<file path="config.mk">
export PLATFORM = sky130hd
export DESIGN_NAME = positional_array_list
export DESIGN_NICKNAME = d
export VERILOG_FILES = /design/src/hw/rtl/pal_pkg.sv /design/src/hw/rtl/pal_ram.sv /design/src/hw/rtl/positional_array_list.sv
export VERILOG_INCLUDE_DIRS = /design/src /design/src/hw/rtl
export SDC_FILE = /design/constraint.sdc
export NUM_CORES = 2
export LEC_CHECK = 0
export ABC_AREA = 1
export ABC_CLOCK_PERIOD_IN_PS = 4700
export BUFFER_PORTS_ARGS = -buffer_cell sky130_fd_sc_hd__buf_4
export CAP_MARGIN = 20
export CELL_PAD_IN_SITES_DETAIL_PLACEMENT = 0
export CELL_PAD_IN_SITES_GLOBAL_PLACEMENT = 1
export CORE_MARGIN = 2
export CORE_UTILIZATION = 25
export CTS_BUF_LIST = sky130_fd_sc_hd__clkbuf_8 sky130_fd_sc_hd__clkbuf_16
export CTS_CLUSTER_SIZE = 10
export DETAILED_ROUTE_END_ITERATION = 7
export PLACE_DENSITY_LB_ADDON = 0.1
export SLEW_MARGIN = 20
export SYNTH_ARGS = -nofsm -noshare
export SYNTH_HDL_FRONTEND = slang
export SYNTH_SLANG_ARGS = --single-unit
</file>
<file path="constraint.sdc">
create_clock -name clk -period 4.7 [get_ports clk]
set_clock_uncertainty 0.15 [all_clocks]
set_input_delay 0.235 -clock clk [delete_from_list [all_inputs] [get_ports clk]]
set_output_delay 0.235 -clock clk [all_outputs]
set_load 0.02 [all_outputs]
</file>
<file path="src/hw/rtl/positional_array_list_defines.svh">
// Assertion macros for the positional array list.
// Each macro expects clk and rst_n in scope.
`ifndef POSITIONAL_ARRAY_LIST_DEFINES_SVH
`define POSITIONAL_ARRAY_LIST_DEFINES_SVH

`ifndef ASSERT_OFF

`define PAL_ASSERT(lbl, prop, msg) \
    lbl: assert property (@(posedge clk) disable iff (!rst_n) prop) else $error(msg);

`define PAL_NEVER(lbl, cond, msg) \
    lbl: assert property (@(posedge clk) disable iff (!rst_n) !(cond)) else $error(msg);

`else

`define PAL_ASSERT(lbl, prop, msg)

`define PAL_NEVER(lbl, cond, msg)

`endif

`endif

</file>
<file path="src/hw/rtl/pal_pkg.sv">
package pal_pkg;

    typedef enum logic [1:0] {
        CMD_INSERT = 2'd0,
        CMD_DELETE = 2'd1,
        CMD_GET    = 2'd2,
        CMD_CLEAR  = 2'd3
    } cmd_t;

    typedef enum logic [1:0] {
        ST_OK    = 2'd0,
        ST_FULL  = 2'd1,
        ST_RANGE = 2'd2,
        ST_NULL  = 2'd3
    } status_t;

    localparam int CAP_WIDTH = 7;
    localparam logic [CAP_WIDTH-1:0] CAP_RESET = 7'd64;

    localparam int POS_WIDTH = 6;
    localparam int VAL_WIDTH = 32;

endpackage

</file>
<file path="src/hw/rtl/pal_ram.sv">
module pal_ram #(
    parameter int DEPTH = 64,
    parameter int WIDTH = 32,
    parameter int AW    = 6
) (
    input  logic             clk,
    input  logic             we,
    input  logic [AW-1:0]    waddr,
    input  logic [WIDTH-1:0] wdata,
    input  logic [AW-1:0]    raddr,
    output logic [WIDTH-1:0] rdata
);

    logic [WIDTH-1:0] mem [DEPTH];

    always_ff @(posedge clk)
    begin
        if (we)
        begin
            mem[waddr] <= wdata;
        end
        rdata <= mem[raddr];
    end

endmodule

</file>
<file path="src/hw/rtl/positional_array_list.sv">
// Positional array list engine.
// Command channel: present command, position and value with start high; the
// transfer happens at a rising edge where start is high and busy is low.
// Result channel: done pulses for one cycle with ok, status, read_value and
// list_length; the receiver must take it in that cycle (no back-pressure).
// Configuration: cfg_write_en writes cfg_write_data into the capacity limit
// at once; write it only while the block is idle.
// Command flow, n = list length, p = position:
//   rejected command or clear      : answered straight from idle
//   get                            : fetch, then result
//   delete                         : fetch, n - p - 1 moves, drain;
//                                    fetch only for the last entry
//   insert                         : n - p moves, drain, place (append: place)
// Shifting moves one entry per cycle through the single-port-write store.
// busy stays high until the result is issued; one command is in flight at a
// time, and the next command may transfer in the cycle where done is high.
// Reset empties the list and sets the capacity limit to 64; the store
// contents are left as they are and need no clearing pass.
`include "positional_array_list_defines.svh"

module positional_array_list #(
    parameter int DEPTH      = 64,
    parameter int DATA_WIDTH = 32
) (
    input  logic                               clk,
    input  logic                               rst_n,
    input  logic                               start,
    output logic                               busy,
    input  pal_pkg::cmd_t                      command,
    input  logic [pal_pkg::POS_WIDTH-1:0]      position,
    input  logic [pal_pkg::VAL_WIDTH-1:0]      value,
    output logic                               done,
    output logic                               ok,
    output pal_pkg::status_t                   status,
    output logic [pal_pkg::VAL_WIDTH-1:0]      read_value,
    output logic [pal_pkg::CAP_WIDTH-1:0]      list_length,
    input  logic                               cfg_write_en,
    input  logic [pal_pkg::CAP_WIDTH-1:0]      cfg_write_data
);

    import pal_pkg::*;

    localparam int AW = (DEPTH > 1) ? $clog2(DEPTH) : 1;
    localparam int CW = $clog2(DEPTH + 1);
    localparam int PW = (CW > CAP_WIDTH) ? CW : CAP_WIDTH;

    typedef enum logic [2:0] {
        S_IDLE,
        S_FETCH,
        S_MOVE,
        S_DRAIN,
        S_PLACE
    } state_t;

    state_t                state_reg;
    logic [CW-1:0]         count_reg;
    logic [CAP_WIDTH-1:0]  cap_reg;
    logic                  done_reg;
    logic                  pend_reg;

    cmd_t                  cmd_reg;
    logic [AW-1:0]         pos_reg;
    logic [DATA_WIDTH-1:0] val_reg;
    logic [AW-1:0]         rp_reg;
    logic [AW-1:0]         last_reg;
    logic [AW-1:0]         wa_reg;
    logic                  up_reg;
    logic                  shift_reg;
    logic [DATA_WIDTH-1:0] hold_reg;
    logic                  ok_reg;
    status_t               status_reg;
    logic [VAL_WIDTH-1:0]  read_reg;

    logic [PW-1:0]         pos_x;
    logic [PW-1:0]         count_x;
    logic [PW-1:0]         cap_x;
    logic [PW-1:0]         depth_x;
    logic [PW-1:0]         eff_cap;
    logic [PW-1:0]         pins_x;
    logic [PW-1:0]         cnt_m1_x;
    logic [PW-1:0]         pos_p1_x;
    logic [DATA_WIDTH+VAL_WIDTH-1:0] val_ext;
    logic [DATA_WIDTH+VAL_WIDTH-1:0] rd_ext;
    logic [DATA_WIDTH+VAL_WIDTH-1:0] hold_ext;
    logic [DATA_WIDTH-1:0] val_w;
    logic                  val_zero;
    logic                  list_full;
    logic                  range_bad;
    logic                  accept;

    logic                  ram_we;
    logic [AW-1:0]         ram_waddr;
    logic [DATA_WIDTH-1:0] ram_wdata;
    logic [AW-1:0]         ram_raddr;
    logic [DATA_WIDTH-1:0] ram_rdata;

    assign busy        = (state_reg != S_IDLE);
    assign accept      = start && !busy;
    assign done        = done_reg;
    assign ok          = ok_reg;
    assign status      = status_reg;
    assign read_value  = read_reg;
    assign list_length = CAP_WIDTH'(count_reg);

    always_comb
    begin
        pos_x     = PW'(position);
        count_x   = PW'(count_reg);
        cap_x     = PW'(cap_reg);
        depth_x   = PW'(DEPTH);
        eff_cap   = (cap_x > depth_x) ? depth_x : cap_x;
        pins_x    = (pos_x > count_x) ? count_x : pos_x;
        cnt_m1_x  = count_x - PW'(1);
        pos_p1_x  = pos_x + PW'(1);
        val_ext   = {{DATA_WIDTH{1'b0}}, value};
        val_w     = val_ext[DATA_WIDTH-1:0];
        rd_ext    = {{VAL_WIDTH{1'b0}}, ram_rdata};
        hold_ext  = {{VAL_WIDTH{1'b0}}, hold_reg};
        val_zero  = (val_w == '0);
        list_full = (count_x >= eff_cap);
        range_bad = (pos_x >= count_x);
    end

    // Store port: read the command position while idle, else the move pointer.
    always_comb
    begin
        ram_raddr = (state_reg == S_IDLE) ? pos_x[AW-1:0] : rp_reg;
        ram_we    = ((state_reg == S_MOVE) && pend_reg) || (state_reg == S_DRAIN)
                    || (state_reg == S_PLACE);
        ram_waddr = (state_reg == S_PLACE) ? pos_reg : wa_reg;
        ram_wdata = (state_reg == S_PLACE) ? val_reg : ram_rdata;
    end

    pal_ram #(
        .DEPTH (DEPTH),
        .WIDTH (DATA_WIDTH),
        .AW    (AW)
    ) u_ram (
        .clk   (clk),
        .we    (ram_we),
        .waddr (ram_waddr),
        .wdata (ram_wdata),
        .raddr (ram_raddr),
        .rdata (ram_rdata)
    );

    always_ff @(posedge clk or negedge rst_n)
    begin
        if (!rst_n)
        begin
            state_reg  <= S_IDLE;
            count_reg  <= '0;
            cap_reg    <= CAP_RESET;
            done_reg   <= 1'b0;
            pend_reg   <= 1'b0;
            cmd_reg    <= CMD_INSERT;
            pos_reg    <= '0;
            val_reg    <= '0;
            rp_reg     <= '0;
            last_reg   <= '0;
            wa_reg     <= '0;
            up_reg     <= 1'b0;
            shift_reg  <= 1'b0;
            hold_reg   <= '0;
            ok_reg     <= 1'b0;
            status_reg <= ST_OK;
            read_reg   <= '0;
        end
        else
        begin
            if (cfg_write_en)
            begin
                cap_reg <= cfg_write_data;
            end
            case (state_reg)
                S_IDLE:
                begin
                    if (accept)
                    begin
                        cmd_reg   <= command;
                        val_reg   <= val_w;
                        up_reg    <= (command == CMD_INSERT);
                        shift_reg <= (pos_p1_x < count_x);
                        read_reg  <= '0;
                        if (command == CMD_INSERT)
                        begin
                            pos_reg  <= pins_x[AW-1:0];
                            rp_reg   <= cnt_m1_x[AW-1:0];
                            last_reg <= pins_x[AW-1:0];
                        end
                        else
                        begin
                            pos_reg  <= pos_x[AW-1:0];
                            rp_reg   <= pos_p1_x[AW-1:0];
                            last_reg <= cnt_m1_x[AW-1:0];
                        end
                        case (command)
                            CMD_INSERT:
                            begin
                                if (val_zero)
                                begin
                                    done_reg   <= 1'b1;
                                    ok_reg     <= 1'b0;
                                    status_reg <= ST_NULL;
                                end
                                else if (list_full)
                                begin
                                    done_reg   <= 1'b1;
                                    ok_reg     <= 1'b0;
                                    status_reg <= ST_FULL;
                                end
                                else if (pins_x == count_x)
                                begin
                                    done_reg   <= 1'b0;
                                    ok_reg     <= 1'b0;
                                    status_reg <= ST_OK;
                                    state_reg  <= S_PLACE;
                                end
                                else
                                begin
                                    done_reg   <= 1'b0;
                                    ok_reg     <= 1'b0;
                                    status_reg <= ST_OK;
                                    state_reg  <= S_MOVE;
                                    pend_reg   <= 1'b0;
                                end
                            end
                            CMD_DELETE, CMD_GET:
                            begin
                                if (range_bad)
                                begin
                                    done_reg   <= 1'b1;
                                    ok_reg     <= 1'b0;
                                    status_reg <= ST_RANGE;
                                end
                                else
                                begin
                                    done_reg   <= 1'b0;
                                    ok_reg     <= 1'b0;
                                    status_reg <= ST_OK;
                                    state_reg  <= S_FETCH;
                                end
                            end
                            CMD_CLEAR:
                            begin
                                count_reg  <= '0;
                                done_reg   <= 1'b1;
                                ok_reg     <= 1'b1;
                                status_reg <= ST_OK;
                            end
                            default:
                            begin
                                done_reg   <= 1'b1;
                                ok_reg     <= 1'b0;
                                status_reg <= ST_RANGE;
                            end
                        endcase
                    end
                    else
                    begin
                        done_reg <= 1'b0;
                    end
                end
                S_FETCH:
                begin
                    // hold the removed entry while the gap closes
                    hold_reg   <= ram_rdata;
                    ok_reg     <= 1'b1;
                    status_reg <= ST_OK;
                    read_reg   <= rd_ext[VAL_WIDTH-1:0];
                    if ((cmd_reg == CMD_DELETE) && shift_reg)
                    begin
                        done_reg  <= 1'b0;
                        state_reg <= S_MOVE;
                        pend_reg  <= 1'b0;
                    end
                    else
                    begin
                        if (cmd_reg == CMD_DELETE)
                        begin
                            count_reg <= count_reg - CW'(1);
                        end
                        done_reg  <= 1'b1;
                        state_reg <= S_IDLE;
                    end
                end
                S_MOVE:
                begin
                    done_reg <= 1'b0;
                    pend_reg <= 1'b1;
                    if (up_reg)
                    begin
                        rp_reg <= rp_reg - AW'(1);
                        wa_reg <= rp_reg + AW'(1);
                    end
                    else
                    begin
                        rp_reg <= rp_reg + AW'(1);
                        wa_reg <= rp_reg - AW'(1);
                    end
                    if (rp_reg == last_reg)
                    begin
                        state_reg <= S_DRAIN;
                    end
                end
                S_DRAIN:
                begin
                    pend_reg <= 1'b0;
                    if (up_reg)
                    begin
                        done_reg  <= 1'b0;
                        state_reg <= S_PLACE;
                    end
                    else
                    begin
                        count_reg  <= count_reg - CW'(1);
                        done_reg   <= 1'b1;
                        state_reg  <= S_IDLE;
                        ok_reg     <= 1'b1;
                        status_reg <= ST_OK;
                        read_reg   <= hold_ext[VAL_WIDTH-1:0];
                    end
                end
                S_PLACE:
                begin
                    count_reg  <= count_reg + CW'(1);
                    done_reg   <= 1'b1;
                    state_reg  <= S_IDLE;
                    ok_reg     <= 1'b1;
                    status_reg <= ST_OK;
                    read_reg   <= '0;
                end
                default:
                begin
                    done_reg  <= 1'b0;
                    state_reg <= S_IDLE;
                end
            endcase
        end
    end

    `PAL_ASSERT(a_done_not_busy, done |-> !busy, "result issued while busy")
    `PAL_ASSERT(a_ok_matches_status, done |-> (ok == (status == ST_OK)),
        "ok disagrees with status")
    `PAL_ASSERT(a_fail_reads_zero, (done && !ok) |-> (read_value == '0),
        "failed result carries data")
    `PAL_ASSERT(a_clear_empties,
        (accept && (command == CMD_CLEAR)) |=> (done && (list_length == '0)),
        "clear did not empty")
    `PAL_NEVER(a_count_bound, count_x > depth_x, "length exceeds store depth")

endmodule
</file>
==> run summary <==
Max reg flops: 2048
Vias in the first global route: 61219
Fmax: 242 MHz
Post-synth EDFFs: 2048
Maximum VDD drop: 0.890 mV
Fin crit period: 4140 ps
Std cell rows: 224
Global-route wire length before repair: 498000 um
Clk slew on worst S/H paths: 60 ps
DRC viols: 0
Seq/Total Area, Yosys: 0.705
GP Congestion: 0.792
Tcrit/Tclk final: 0.881
Max-cap violations: 0
Max Root-Sink Buffers: 4
Synth Net Count: 8381
Seq pwr share: 0.301
Area delta synth->final: 19.9%
Final instance area: 112000 um2
Sw power: 40.3 mW
Critical path's slowest cell: nand3_1
Critical Path RT: 5360 ps
Internal: 46.6 mW
DR vias: 62585
Yosys warnings: 0
Most frequent cells in the layout: nand2_1, edfxtp_1, nand3_1, inv_1, o211ai_1
Dpl hpwl: 208000 um
Final hold vios: 0
Total track usage: 0.185
Clk_lat worst skew: 900 ps
Routed Antenna Nets: 0
Initial DRT Pass Iterations: 5
Post-Synthesis Cells: 8303
Sw frac: 0.464
Largest net degree at the start of global routing: 168
Placed inst area: 103000 um2
CTS H-tree depth: 5
Slew margin rel.: 0.246
Clock share of power: 0.230
Worst Max-Slew Pin Slew: 1130 ps
Setup violations, final: 0
Worst endpoint data arrival time: 4800 ps
Layout cell share with drive strength beyond 1: 0.0976
Mapped Area: 93300 um2
Tightest Hold Check Type: in2reg
Routed wire length: 357000 um
Power density cells: 777 nW/um2
CTS Buf Count: 281
CP startpoint kind: flop
Leakage: 42.1 nW
Critical-path cell list: nor2_4 > nand2_4 > nand2_4 > nand2_8 > inv_8 > buf_12 > buf_4 > nand2_1 > nand2_1 > nand2_1 > nand3_1 > nand3_1 > nand3_1 > nand3_1 > nand2_1
RSZ-0062 raised after global routing: false
Synthesis-stage register bit count: 2226
Antenna violations before repair: 42
Root buf cell: clkbuf_16
Top-level I/O count: 95
Core area: 372000 um2
Status: completed
Vias per inst: 4.56
Setup TNS Final: 0 ps
Port Buf Inserts: 94
Crit Path Class: reg2reg
Die area: 378000 um2
Ys async rst share: 0.0656
Slew Limit Fails: 0
Primary FF master, synth: edfxtp_1
Starting Density: 0.251
Largest stage delay, worst path: 520 ps
Nets: 8656
CP endpoint kind: flop
Combinational share of power: 0.469
Total gr overflow: 0
Reg with most FFs: u_ram.mem
CTS Sinks: 2226
Die span in x: 615 um
Die Ht: 615 um
Distinct cells, synth: 46
CP max FO: 29
Most common library cell in the layout ignoring fill and taps: nand2_1
Setup bufs post-CTS: 0
Starting DRT DRC Count: 5540
CTS tree: done
Routed len/inst: 26.0 um
Mean area per synthesized cell: 11.2 um2
## worst max-delay path: cells and delay by family, from the launching register on
kind                   cells  cell delay [ps]
DFF                        1              440
and+or+nand+nor           12             2410
buffers and inverters      3              950
## logic make-up (layout without fill, tap and decap cells)
family | count (synthesis) | count (layout) | synth area share
AOI/OAI and AO/OA | 845 | 845 | 0.0603
xor gates and xnor gates | 18 | 18 | 0.00169
adders and majority gates | 27 | 27 | 0.00362
buffers and inverters | 1369 | 1812 | 0.0584
DFF | 2226 | 2226 | 0.705
muxes | 3 | 3 | 0.000362
other | 0 | 17 | 0
and+or+nand+nor | 3815 | 3815 | 0.171
## per-stage QoR
| stage | cells | power, mW | hold slack [ps] | setup WS (ps) | util |
|---|---|---|---|---|---|
| after floorplan | 8303 | 46.9 | -211 | 346 | - |
| after global placement | 13170 | 68.0 | 8.33 | 311 | 0.276 |
| after detailed placement | 13172 | 68.1 | 5.15 | 591 | 0.276 |
| after CTS | 13717 | 88.6 | 4.82 | 564 | 0.300 |
| after global routing | 13719 | 91.8 | 72.0 | 413 | 0.301 |
| final | 13735 | 86.9 | 89.7 | 559 | 0.301 |
## cell type report
cell class / count / area [um2]
inverters: 873 / 3300
repair buffers: 488 / 5480
fillers: 38059 / 260000
flip-flops and latches: 2226 / 65800
clock inverters: 152 / 817
diodes: 17 / 42.5
clock buffers: 299 / 7390
well taps: 4972 / 6220
multi-input cells: 4708 / 22800
## power groups by stage
stage	logic (mW)	registers [mW]	clock network, mW
2_1_floorplan	20.6	26.3	0
3_3_place_gp	41.5	26.6	0
3_5_place_dp	41.6	26.5	0
4_1_cts	41.8	26.1	20.7
5_1_grt	44.2	26.2	21.4
6_report	40.8	26.2	20.0
## synthesized netlist by cell type (28+ instances only)
cell      number  area share
o211ai_1     524       0.042
a21oi_1       28      0.0015
dfrtp_1      145       0.039
dfxtp_1       32      0.0069
clkbuf_1     185      0.0074
inv_1        867       0.035
buf_2        239       0.013
nand3_1     1082       0.058
nor2_1       103      0.0041
edfxtp_1    2048        0.66
o21ai_0      258       0.014
buf_1         70      0.0028
nand2_1     2556        0.10
nand3b_1      33      0.0027
## repair_timing
item / 4_1_cts / 5_1_grt
gates resized for setup: 0 / 0
hold buffers: 94 / 0
endpoints found under the hold margin: 254 / 0
## metal layers
metal / part of all wire / global-route usage / wire length [um]
met4: 0.022 / 0.0413 / 8020
met3: 0.047 / 0.0231 / 16800
met2: 0.46 / 0.297 / 164000
met5: 0 / 0 / 0
met1: 0.47 / 0.264 / 168000
## final timing paths
| kind | slack, ps | from | cells past startpoint | end |
|---|---|---|---|---|
| worst max register to register | 560 | state_reg[0] | 15 | u_ram.rdata[26] |
| worst min register to register | 320 | pend_reg | 2 | pend_reg |
| worst max-delay path | 560 | state_reg[0] | 15 | u_ram.rdata[26] |
| max in group asynchronous | 3420 | rst_n | 4 | cap_reg[1] |
| min in group asynchronous | 260 | rst_n | 4 | read_value[29] |
| worst min-delay path | 90 | value[6] | 4 | val_reg[6] |
(Power assumes the default switching activity.)
